<file path="src/rtl/pdd_pkg.sv">
// ----------------------------------------------------------------------------
// pdd_pkg: shared types and constants of the deviation detector
// Fixed-point width and limits, stream widths, sequencer states, converter
// modes, configuration register indexes, table write strobes and fx_abs.
// ----------------------------------------------------------------------------
package pdd_pkg;

	// signed fixed point: mHz or volts, saturated to +-(2^47 - 1)
	localparam int FX_W = 48;
	localparam logic [FX_W-1:0] FX_MAX = 48'h7FFF_FFFF_FFFF;

	// radicand of the magnitude root: sum of two squares
	localparam int RAD_W = 2 * FX_W;

	// deviation scales
	localparam int LIM_W = 10;
	localparam logic [LIM_W-1:0] FREQ_SCALE = 10'd1000;
	localparam logic [LIM_W-1:0] VOL_SCALE = 10'd100;

	// stream payload widths
	localparam int S_DATA_W = 112;
	localparam int S_USER_W = 3;
	localparam int M_DATA_W = 8;

	// configuration port
	localparam int CFG_IDX_W = 2;
	localparam int CFG_DATA_W = 17;

	typedef enum logic [CFG_IDX_W-1:0] {
		CFG_NOMINAL     = 2'd0,
		CFG_FREQ_LIMIT  = 2'd1,
		CFG_VOL_LIMIT   = 2'd2,
		CFG_INIT_WEIGHT = 2'd3
	} cfg_reg_t;

	// float converter modes
	typedef enum logic [1:0] {
		F2_ZERO,
		F2_SAT,
		F2_LEFT,
		F2_RIGHT
	} f2_kind_t;

	// frame sequencer
	typedef enum logic [4:0] {
		ST_IDLE,
		ST_CF,
		ST_CF_WAIT,
		ST_CA,
		ST_CA_WAIT,
		ST_CB,
		ST_CB_WAIT,
		ST_SQA,
		ST_SQA_WAIT,
		ST_SQB,
		ST_SQB_WAIT,
		ST_ROOT,
		ST_ROOT_WAIT,
		ST_SCAN_RD,
		ST_SCAN_CMP,
		ST_SCAN_END,
		ST_READ,
		ST_NEW,
		ST_DEV0,
		ST_DEV1,
		ST_DEV2,
		ST_DEV3,
		ST_DECIDE,
		ST_UPD1,
		ST_UPD2,
		ST_UPD3,
		ST_NEXT,
		ST_DONE
	} state_t;

	// table write strobes
	typedef struct packed {
		logic new_entry;
		logic upd_freq;
		logic upd_vol;
	} mem_wr_t;

	function automatic logic [FX_W-1:0] fx_abs(input logic [FX_W-1:0] v);
		return v[FX_W-1] ? FX_W'(-v) : v;
	endfunction

endpackage

</file>
<file path="src/rtl/pdd_f2fix.sv">
// ----------------------------------------------------------------------------
// pdd_f2fix: IEEE single to signed fixed point
// Decodes and registers the word at start, then aligns the mantissa one bit a cycle.
// Rounds to nearest, ties away from zero; saturates; NaN gives zero.
// ----------------------------------------------------------------------------
module pdd_f2fix
	import pdd_pkg::*;
#(
	parameter int FRAC_BITS = 16
) (
	input  logic                   clk,
	input  logic                   arst_n,
	input  logic                   start,
	input  logic [31:0]            word,
	input  logic                   mult1000,
	output logic                   done,
	output logic signed [FX_W-1:0] fix
);

	logic            busy_q;
	f2_kind_t        kind_q;
	logic [FX_W-1:0] sh_q;
	logic [5:0]      cnt_q;
	logic            ovf_q;
	logic            neg_q;

	logic [7:0]        ex;
	logic [7:0]        ee;
	logic [23:0]       mant;
	logic [33:0]       x;
	logic signed [9:0] k;
	logic signed [9:0] r;
	f2_kind_t          kind_d;
	logic [5:0]        cnt_d;
	logic [FX_W:0]     rnd;
	logic [FX_W-1:0]   mag;

	// decode
	always_comb begin
		ex   = word[30:23];
		ee   = (ex == 8'd0) ? 8'd1 : ex;
		mant = {ex != 8'd0, word[22:0]};
		x    = mult1000 ? (34'(mant) * 34'd1000) : 34'(mant);
		k    = $signed({2'b00, ee}) + $signed(10'(FRAC_BITS)) - 10'sd150;
		r    = -k;
		kind_d = F2_ZERO;
		cnt_d  = 6'd0;
		if (ex == 8'hFF) begin
			kind_d = (word[22:0] != 23'd0) ? F2_ZERO : F2_SAT;
		end else if (x == 34'd0) begin
			kind_d = F2_ZERO;
		end else if (k >= 10'sd0) begin
			if (k >= 10'sd47) begin
				kind_d = F2_SAT;
			end else begin
				kind_d = F2_LEFT;
				cnt_d  = k[5:0];
			end
		end else if (r > 10'sd40) begin
			kind_d = F2_ZERO;
		end else begin
			kind_d = F2_RIGHT;
			cnt_d  = 6'(r - 10'sd1);
		end
	end

	// one shift per cycle
	always_ff @(posedge clk or negedge arst_n) begin
		if (!arst_n) begin
			busy_q <= 1'b0;
			cnt_q  <= 6'd0;
		end else if (start) begin
			busy_q <= 1'b1;
			cnt_q  <= cnt_d;
		end else if (busy_q) begin
			if (cnt_q == 6'd0) begin
				busy_q <= 1'b0;
			end else begin
				cnt_q <= cnt_q - 6'd1;
			end
		end
	end

	always_ff @(posedge clk) begin
		if (start) begin
			kind_q <= kind_d;
			sh_q   <= FX_W'(x);
			ovf_q  <= 1'b0;
			neg_q  <= word[31];
		end else if (busy_q && cnt_q != 6'd0) begin
			if (kind_q == F2_LEFT) begin
				ovf_q <= ovf_q | sh_q[FX_W-2];
				sh_q  <= {sh_q[FX_W-2:0], 1'b0};
			end else begin
				sh_q <= {1'b0, sh_q[FX_W-1:1]};
			end
		end
	end

	// result
	always_comb begin
		rnd = ({1'b0, sh_q} + (FX_W+1)'(1)) >> 1;
		unique case (kind_q)
			F2_ZERO:  mag = '0;
			F2_SAT:   mag = FX_MAX;
			F2_LEFT:  mag = ovf_q ? FX_MAX : sh_q;
			F2_RIGHT: mag = rnd[FX_W-1:0];
			default:  mag = '0;
		endcase
		fix  = neg_q ? $signed(FX_W'(-mag)) : $signed(mag);
		done = busy_q && (cnt_q == 6'd0);
	end

endmodule

</file>
<file path="config.mk">
export PLATFORM = sky130hd
export DESIGN_NAME = pdd_f2fix
export DESIGN_NICKNAME = d
export VERILOG_FILES = /design/src/rtl/pdd_pkg.sv /design/src/rtl/pdd_f2fix.sv
export SDC_FILE = /design/constraint.sdc
export NUM_CORES = 1
export LEC_CHECK = 0
export BUFFER_PORTS_ARGS = -buffer_cell sky130_fd_sc_hd__buf_4
export CELL_PAD_IN_SITES_DETAIL_PLACEMENT = 0
export CELL_PAD_IN_SITES_GLOBAL_PLACEMENT = 1
export CORE_MARGIN = 2
export CORE_UTILIZATION = 51
export CTS_CLUSTER_SIZE = 25
export DETAILED_ROUTE_END_ITERATION = 16
export PLACE_DENSITY = 0.95
export SETUP_SLACK_MARGIN = 0.3
export SYNTH_ARGS = -nofsm -noshare
export SYNTH_HDL_FRONTEND = slang
export SYNTH_SLANG_ARGS = --single-unit
</file>
<file path="constraint.sdc">
create_clock -name clk -period 10.4 [get_ports clk]
set_input_delay 2.08 -clock clk [delete_from_list [all_inputs] [get_ports clk]]
set_output_delay 2.08 -clock clk [all_outputs]
set_load 0.005 [all_outputs]
</file>
==> flow_metrics.tcl, run 1 <==
set metrics [dict create \
    status "finished clean" \
    final_cell_count_no_fill 1762 \
    startpoint_type "primary input" \
    skew_ns 0.00617 \
    insertion_delay_ns 0.33 \
    yosysSeqAreaShare_pct 14.0 \
    nets 1683 \
    post_cts.repair.setup_buffers 0 \
    powerDensity_nw_per_um2 263 \
    fin_tns_setup_ns 0 \
    max_slew_margin_pct 19.4 \
    finalCritPeriodShare_pct 73.6 \
    reg2reg_depth 6 \
    rsz0062_at_grt "false" \
    hold_path_depth 2 \
    min-delay-start "sh_q[47]$_SDFFE_PP0P_" \
    timing.rr.start "cnt_q[0]$_DFFE_PN0P_" \
    vias 10500 \
    io_pins 85 \
    fin_hold_ws_ns 0.524 \
    grt_pass1_wl_um 48800 \
    asyncSetResetFlopFracSynth_pct 11.9 \
    yosysUniqueCellTypes 88 \
    crit_fanout 8 \
    rows 54 \
    clk_path_buf_depth 2 \
    clk_pin_slew_worst_paths_ns 0.05 \
    routedWlPerCell_um 16.4 \
    area_delta_synth_final_pct 8.40 \
    fmax_mhz 131 \
    ctsHtreeMaxLevel 3 \
    post-route-drc-count 0 \
    ys_seq_elements 59 \
    path_buf_inv 3 \
    start_util_pct 51.9 \
    grt_start_max_net_pins 82 \
    cts_num_sinks 59 \
    synth_top_area_share_pct 15.2 \
    path_cells "buf_4 > fa_1 > inv_1 > fa_1 > fa_1 > inv_1 > fa_1 > ha_1 > a21oi_1 > o21a_1 > o221ai_1 > a2111oi_0 > nand4_1 > a2111oi_0 > nand4_1 > a2111oi_0 > nand4_1 > a22o_1" \
    r2r-end "sh_q[8]$_DFFE_PP_" \
    drive_gt1_share_pct 9.85 \
    grt_usage_pct 24.5 \
    leakage_nw 5.43 \
    ant_nets 0 \
    ir_worst_vdd_mv 0.135 \
    grt_pass1_vias 9771 \
    path_common_cell "fa_1" \
    cp.required_ns 10.48 \
    synth_flop_cell "edfxtp_1" \
    min_to "sh_q[47]$_SDFFE_PP0P_" \
    first_pass_iters 5 \
    io_buffer_count 84 \
    dp.cells 1746 \
    cts_tree "built" \
    core_um2 21800 \
    min_period_ns 7.66 \
    cts_resized 0 \
    critical_path_class "primary input to register" \
    worst_slew_pin_slew_ns 1.21 \
    synth_edf_count 37 \
    hold_viol_final 0 \
    syn-instance-count 1468 \
    drt_iter0_drc 822 \
    rrSetupSlack_ns 8.08 \
    critical_path.top_delay_family "adder cells" \
    clock-root-buffer "clkbuf_16" \
    die_width_um 153 \
    power_w 0.00323 \
    slowest_delay_ns 0.55 \
    die_h_um 153 \
    overflow 0 \
    cp_slowest_cell "fa_1" \
    crit_arrival_ns 7.74 \
    hold_buffers 0 \
    maxCapViolCount 0 \
    yosys.area.top_type "fa_1" \
    viasPerCell 5.95 \
    setup_violations 0 \
    cts_buffers 9 \
    grt_antenna_before_repair 0 \
    place.gp.congestion 0.947 \
    final_max_slew_viol_count 0 \
    yosys_warnings 0 \
    totalWireLength_um 28900 \
    synth_area_um2 11300 \
    place_hpwl_um 22300 \
    synth_area_leaders "fa_1, edfxtp_1, ha_1" \
    avgSynthCellArea_um2 7.72 \
    synthesis.nets 1674 \
    num_antenna_cells 0 \
    hp-class "register to register" \
    end_kind "register" \
    dieArea_um2 23400 \
]
[cell usage in the layout (no fill, tap or decap), types with 7 or more instances in the layout]
master	netlist	layout
nor2_1	103	103
and3_1	26	26
nand2_1	168	168
a311oi_1	14	14
and4_1	8	8
o21ai_0	100	100
inv_1	180	180
buf_4	2	91
a21o_1	14	14
ha_1	84	84
nand3_1	39	39
dfxtp_1	15	15
a211oi_1	11	11
or2_2	8	8
a31o_2	9	9
a21oi_1	70	70
xor2_1	39	39
mux2i_1	33	33
xnor2_1	48	48
nand2b_1	14	14
o211ai_1	10	10
a31oi_1	13	13
edfxtp_1	37	37
nor4_1	18	18
o21a_1	7	7
o31ai_1	20	20
nand4_1	31	31
and2_1	12	12
or3_1	11	11
nor3_1	20	20
dfrtp_1	7	7
clkbuf_16	0	10
fa_1	86	86
[worst max path at each step]
stage / from / depth (start not counted) / endpoint
final: word[12] / 18 / kind_q[0]$_DFFE_PP_
after global routing: word[30] / 18 / kind_q[0]$_DFFE_PP_
after CTS: word[30] / 18 / kind_q[0]$_DFFE_PP_
after detailed placement: word[30] / 18 / kind_q[0]$_DFFE_PP_
after global placement: word[12] / 18 / kind_q[0]$_DFFE_PP_
after floorplan: word[24] / 19 / kind_q[0]$_DFFE_PP_
[power breakdown]
part           switching, W  leakage [nW]  internal [W]
registers          0.000203         0.597      0.000391
clock network      0.000101         0.148      0.000181
logic               0.00137          4.68      0.000988
[sequential cells by signal (all words and copies together) (netlist names)]
register and flops:
sh_q 48, cnt_q 6, kind_q 2, busy_q 1, neg_q 1, ovf_q 1
[worst reg2reg max path, cell delays in order (launching register included)]
cell	delay, ns
dfrtp_1	0.40
inv_1	0.08
ha_1	0.19
nand3b_1	0.11
and2_1	0.14
buf_4	0.31
or2_2	0.70
[synthesized netlist by cell type (all sizes together) (6+ instances only)]
library cell  number
inv              180
nand2            168
nor2             104
o21ai            103
fa                86
ha                84
a21oi             70
clkbuf            68
xnor2             48
nand3             41
xor2              39
edfxtp            37
nand4             34
mux2i             33
and3              26
buf               25
nor4              22
nor3              21
o31ai             21
dfxtp             15
a21o              14
a311oi            14
nand2b            14
a31oi             13
and2              12
a211oi            11
o211ai            11
or3               11
a31o               9
and4               8
or2                8
a221oi             7
dfrtp              7
o21a               7
or4                7
a21boi             6
[stage by stage]
| step | util, % | instance area, um2 | setup WS, ns |
|---|---|---|---|
| floorplan | - | 11300 | 3.06 |
| global placement | 54.9 | 12000 | 2.56 |
| detailed placement | 54.9 | 12000 | 2.39 |
| CTS | 56.3 | 12300 | 2.73 |
| global route | 56.3 | 12300 | 2.34 |
| finish | 56.3 | 12300 | 2.74 |
[layer usage]
layer	vias up	global-route usage, %	part of all wire [%]
li1	5127	-	-
met1	4944	35.4	47
met2	385	40.0	46
met3	28	2.04	5.7
met4	0	5.91	1.6
met5	-	0	0
[cells by family after synthesis]
logic type      count (synthesis)  synth area share, %
simple gates                  498                 22.2
compound gates                343                 20.0
buf+inv                       276                 9.40
fa+ha+maj                     170                 24.5
xor+xnor                       87                 6.73
flops                          59                 14.0
mux                            35                 3.11
[cell type report]
class,instances,area [um2]
Clock inverter,4,21.3
Inverter,183,687
Clock buffer,12,268
Tap cell,280,350
Timing Repair Buffer,91,683
Sequential cell,59,1590
Multi-Input combinational cell,1133,8680
Fill cell,2057,9540
No activity file was read; power rests on OpenSTA's default activity.
==> inputs of run 2 (changes only) <==
- CORE_UTILIZATION: 51 -> 47
- PLACE_DENSITY: 0.95 -> 0.92
- clock period: 10.4 -> 7.8 ns (I/O delays scaled with it)
==> flow_metrics.tcl, run 2 (synthesis gave the netlist of run 1 again) <==
set metrics [dict create \
    r2r-end "sh_q[14]$_DFFE_PP_" \
    overflow 0 \
    io_buffer_count 84 \
    setup_slack_ns 0.823 \
    maxCapViolCount 0 \
    crit_arrival_ns 7.02 \
    final_max_slew_viol_count 0 \
    grt_antenna_before_repair 0 \
    viasPerCell 5.79 \
    fmax_mhz 143 \
    final_cell_mix "inv_1, nand2_1, nor2_1, o21ai_0, buf_4" \
    cts_buffers 9 \
    post-route-drc-count 0 \
    drive_gt1_share_pct 10.0 \
    fin_tns_setup_ns 0 \
    largest_reg_flops 48 \
    dp.cells 1786 \
    core_um2 23500 \
    min-delay-start "sh_q[47]$_SDFFE_PP0P_" \
    crit_fanout 8 \
    drt_iter0_drc 937 \
    ir_worst_vdd_mv 0.170 \
    grt_pass1_vias 9915 \
    skew_ns 0.00384 \
    first_pass_iters 5 \
    rrSetupSlack_ns 5.11 \
    reg2reg_depth 5 \
    min_period_ns 6.98 \
    pwr-share-comb_pct 72.8 \
    seqPwrFrac_pct 18.5 \
    dieArea_um2 25400 \
    area_delta_synth_final_pct 8.95 \
    final_cell_count_no_fill 1803 \
    routedWlPerCell_um 16.2 \
    totalWireLength_um 29100 \
    rows 56 \
    place_hpwl_um 22900 \
    ctsHtreeMaxLevel 3 \
    max_slew_margin_pct 18.9 \
    io_pins 85 \
    cp.required_ns 7.84 \
    grt_usage_pct 23.0 \
    start_util_pct 48.1 \
    hp-class "register to register" \
    regMostFlops "sh_q" \
    finalCritPeriodShare_pct 89.4 \
    place_ws_ns 0.349 \
    worst_slew_pin_slew_ns 1.22 \
    vias 10400 \
    final_common_cell "inv_1" \
    die_h_um 159 \
    p_sw_share_pct 51.9 \
    grt_pass1_wl_um 49600 \
    end_kind "register" \
    p_int_w 0.00207 \
    final_core_util_pct 52.4 \
    nets 1685 \
    hold_viol_final 0 \
    leakage_nw 5.43 \
    p_switching_w 0.00224 \
    critical_path_class "primary input to register" \
    rsz0062_at_grt "false" \
    startpoint_type "primary input" \
    die_width_um 159 \
    min_to "sh_q[47]$_SDFFE_PP0P_" \
    status "finished clean" \
    clk_pin_slew_worst_paths_ns 0.05 \
    top_regs "sh_q x48, cnt_q x6, kind_q x2" \
    nFillCells 2299 \
    timing.rr.start "kind_q[0]$_DFFE_PP_" \
    cts_num_sinks 59 \
    insertion_delay_ns 0.33 \
    critPathLaunch "word[12]" \
    num_antenna_cells 0 \
    hold_path_depth 2 \
    cts_tree "built" \
    place.gp.congestion 0.931 \
    clk_path_buf_depth 2 \
    grt_start_max_net_pins 82 \
    powerDensity_nw_per_um2 349 \
    clock-root-buffer "clkbuf_16" \
    setup_violations 0 \
    ant_nets 0 \
    power_frac_clock_pct 8.7 \
]
==> run 2: cell types whose count changed in the layout (fill, tap and decap cells not counted) <==
cell,change
clkinv_2,-2
inv_4,+1
clkbuf_8,+1
inv_6,+1
clkinvlp_4,+1
buf_4,+2
clkbuf_16,-1
clkbuf_1,-1
==> run 2: repair_timing <==
item / 4_1_cts / 5_1_grt
hold buffers: 0 / 0
resized for setup: 0 / 0
buffers inserted: 0 / 1
endpoints found under the setup margin: 0 / 2
==> run 2: power groups by stage <==
stage | logic [W] | registers [W] | clock network [W]
after floorplan | 0.00244 | 0.000626 | 0
after global placement | 0.00304 | 0.000786 | 0
after detailed placement | 0.00309 | 0.000789 | 0
after CTS | 0.00311 | 0.000784 | 0.000382
after global routing | 0.00352 | 0.000828 | 0.000395
final | 0.00314 | 0.000795 | 0.000376
==> run 2: how the worst max path moves through the flow <==
stage	to	slack (ns)	depth (start not counted)
after CTS	kind_q[1]$_SDFFCE_PP0P_	0.68	18
final	kind_q[1]$_SDFFCE_PP0P_	0.82	19
after floorplan	kind_q[0]$_DFFE_PP_	0.98	19
after global routing	kind_q[0]$_DFFE_PP_	0.42	19
after detailed placement	kind_q[0]$_DFFE_PP_	0.35	18
after global placement	kind_q[0]$_DFFE_PP_	0.50	18
==> run 2: cell type report <==
cell class / count / area [um2] / area share [%]
clock buffer: 11 / 253 / 2.05
clock inverter: 5 / 33.8 / 0.274
tap: 319 / 399 / 3.23
sequential: 59 / 1590 / 12.9
multi-input combinational: 1133 / 8680 / 70.4
timing repair buffer: 93 / 698 / 5.66
inverter: 183 / 687 / 5.57
==> run 2: per-layer routing <==
| layer | vias to the layer above | routed length (um) | GRT usage [%] |
|---|---|---|---|
| li1 | 5139 | - | - |
| met1 | 4918 | 13500 | 32.8 |
| met2 | 351 | 13300 | 37.3 |
| met3 | 32 | 1770 | 2.34 |
| met4 | 0 | 578 | 6.28 |
| met5 | - | 0 | 0 |
==> run 2: metrics by stage <==
step	area [um2]	total power, W	hold WS [ns]
6_report	12300	0.00431	0.540
3_5_place_dp	12000	0.00388	0.526
2_1_floorplan	11300	0.00307	0.488
4_1_cts	12300	0.00428	0.537
5_1_grt	12300	0.00474	0.580
3_3_place_gp	12000	0.00382	0.510
==> run 2: critical path, cell delays in order <==
cell	delay [ns]
buf_4	0.17
fa_1	0.54
inv_1	0.05
fa_1	0.50
fa_1	0.54
inv_1	0.05
fa_1	0.46
ha_1	0.42
a21oi_1	0.34
o21a_1	0.20
o221ai_1	0.24
a2111oi_0	0.43
nand4_1	0.15
a2111oi_0	0.34
nand4_1	0.18
a2111oi_0	0.40
nand4_1	0.13
buf_4	0.19
a21boi_0	0.13
==> inputs of run 3 (changes only) <==
- CORE_MARGIN: 2 -> default
==> flow_metrics.tcl, run 3 (synthesis gave the netlist of run 1 again) <==
set metrics [dict create \
    ctsHtreeMaxLevel 3 \
    p_int_w 0.00214 \
    overflow 0 \
    end_kind "register" \
    rrSetupSlack_ns 5.07 \
    hold_path_depth 2 \
    setup_violations 0 \
    drive_gt1_share_pct 10.0 \
    grt_usage_pct 24.4 \
    grt_start_max_net_pins 82 \
    final_cell_count_no_fill 1803 \
    timing.rr.start "kind_q[0]$_DFFE_PP_" \
    routedWlPerCell_um 16.2 \
    ant_nets 0 \
    seqPwrFrac_pct 18.2 \
    final_cell_mix "inv_1, nand2_1, nor2_1, o21ai_0, buf_4" \
    final_area_um2 12400 \
    skew_ns 0.00306 \
    final_max_slew_viol_count 0 \
    finalCritPeriodShare_pct 89.1 \
    rows 56 \
    cts_buffers 9 \
    area_delta_synth_final_pct 9.42 \
    viasPerCell 5.80 \
    cts_num_sinks 59 \
    worst_slew_pin_slew_ns 1.20 \
    max_slew_margin_pct 19.8 \
    startpoint_type "primary input" \
    rsz0062_at_grt "false" \
    die_width_um 157 \
    post-route-drc-count 0 \
    fmax_mhz 144 \
    core_um2 23500 \
    power_frac_clock_pct 10.1 \
    min_period_ns 6.95 \
    crit_fanout 8 \
    clock-root-buffer "clkbuf_16" \
    grt_pass1_vias 9768 \
    cp.required_ns 7.88 \
    dpl_cell_area_um2 12000 \
    reg2reg_depth 5 \
    setup_slack_ns 0.853 \
    clk_pin_slew_worst_paths_ns 0.05 \
    status "finished clean" \
    crit_arrival_ns 7.03 \
    grt_antenna_before_repair 0 \
    nets 1685 \
    p_sw_share_pct 51.2 \
    grt_pass1_wl_um 49200 \
    hp-class "register to register" \
    die_h_um 157 \
    ir_worst_vdd_mv 0.161 \
    drt_iter0_drc 818 \
    p_switching_w 0.00224 \
    fin_tns_setup_ns 0 \
    min_to "sh_q[47]$_SDFFE_PP0P_" \
    io_buffer_count 84 \
    first_pass_iters 7 \
    cts_tree "built" \
    maxCapViolCount 0 \
    vias 10500 \
    top_regs "sh_q x48, cnt_q x6, kind_q x2" \
    start_util_pct 48.1 \
    dieArea_um2 24700 \
    critical_path_class "primary input to register" \
    regMostFlops "sh_q" \
    clk_path_buf_depth 2 \
    totalWireLength_um 29200 \
    largest_reg_flops 48 \
    insertion_delay_ns 0.32 \
    leakage_nw 5.45 \
    io_pins 85 \
    power_w 0.00437 \
    powerDensity_nw_per_um2 353 \
    place_ws_ns 0.359 \
    place.gp.congestion 0.943 \
    final_common_cell "inv_1" \
    place_hpwl_um 22800 \
    r2r-end "sh_q[26]$_DFFE_PP_" \
    dp.cells 1786 \
    pwr-share-comb_pct 71.8 \
    hold_buffers 0 \
    min-delay-start "sh_q[47]$_SDFFE_PP0P_" \
    hold_viol_final 0 \
    num_antenna_cells 0 \
]
run 3: stage by stage:
stage | util, % | hold WS (ns)
5_1_grt | 52.7 | 0.571
2_1_floorplan | - | 0.488
6_report | 52.7 | 0.521
3_5_place_dp | 51.2 | 0.515
3_3_place_gp | 51.2 | 0.509
4_1_cts | 52.6 | 0.526
run 3: layer usage:
metal	global-route usage (%)	wire length, um	vias up
met5	0	0	-
met4	5.41	410	0
li1	-	-	5140
met2	40.0	13400	376
met1	35.4	13700	4917
met3	1.29	1640	26
run 3: repair_timing:
item,4_1_cts,5_1_grt
buffers inserted,0,1
gates resized for setup,0,0
endpoints found under the setup margin,0,8
run 3: cell type report:
| cell class | count | area, um2 |
|---|---|---|
| Timing Repair Buffer | 93 | 698 |
| Multi-Input combinational cell | 1133 | 8680 |
| Sequential cell | 59 | 1590 |
| Fill cell | 2282 | 11100 |
| Clock inverter | 4 | 51.3 |
| Inverter | 183 | 687 |
| Tap cell | 319 | 399 |
| Clock buffer | 12 | 289 |
run 3: worst max-delay path, stage by stage:
cell and delay, ns:
buf_4 0.16, fa_1 0.53, inv_1 0.05, fa_1 0.50, fa_1 0.54, inv_1 0.05
fa_1 0.46, ha_1 0.42, a21oi_1 0.34, o21a_1 0.21, o221ai_1 0.25, a2111oi_0 0.42
nand4_1 0.14, a2111oi_0 0.30, nand4_1 0.18, a2111oi_0 0.40, nand4_1 0.13, buf_4 0.19
a22o_1 0.18
run 3: how the worst max path moves through the flow:
stage | from | endpoint | slack [ns] | depth (start not counted)
floorplan | word[24] | kind_q[0]$_DFFE_PP_ | 0.98 | 19
global placement | word[12] | kind_q[0]$_DFFE_PP_ | 0.51 | 18
detailed placement | word[12] | kind_q[0]$_DFFE_PP_ | 0.36 | 18
CTS | word[12] | kind_q[0]$_DFFE_PP_ | 0.69 | 18
global route | word[12] | kind_q[0]$_DFFE_PP_ | 0.37 | 19
finish | word[12] | kind_q[0]$_DFFE_PP_ | 0.85 | 19
run 3: power by group through the flow:
stage / Clock, W / Sequential (W) / Combinational (W)
2_1_floorplan: 0 / 0.000626 / 0.00244
3_3_place_gp: 0 / 0.000785 / 0.00304
3_5_place_dp: 0 / 0.000788 / 0.00309
4_1_cts: 0.000447 / 0.000783 / 0.00311
5_1_grt: 0.000459 / 0.000823 / 0.00352
6_report: 0.000440 / 0.000794 / 0.00314
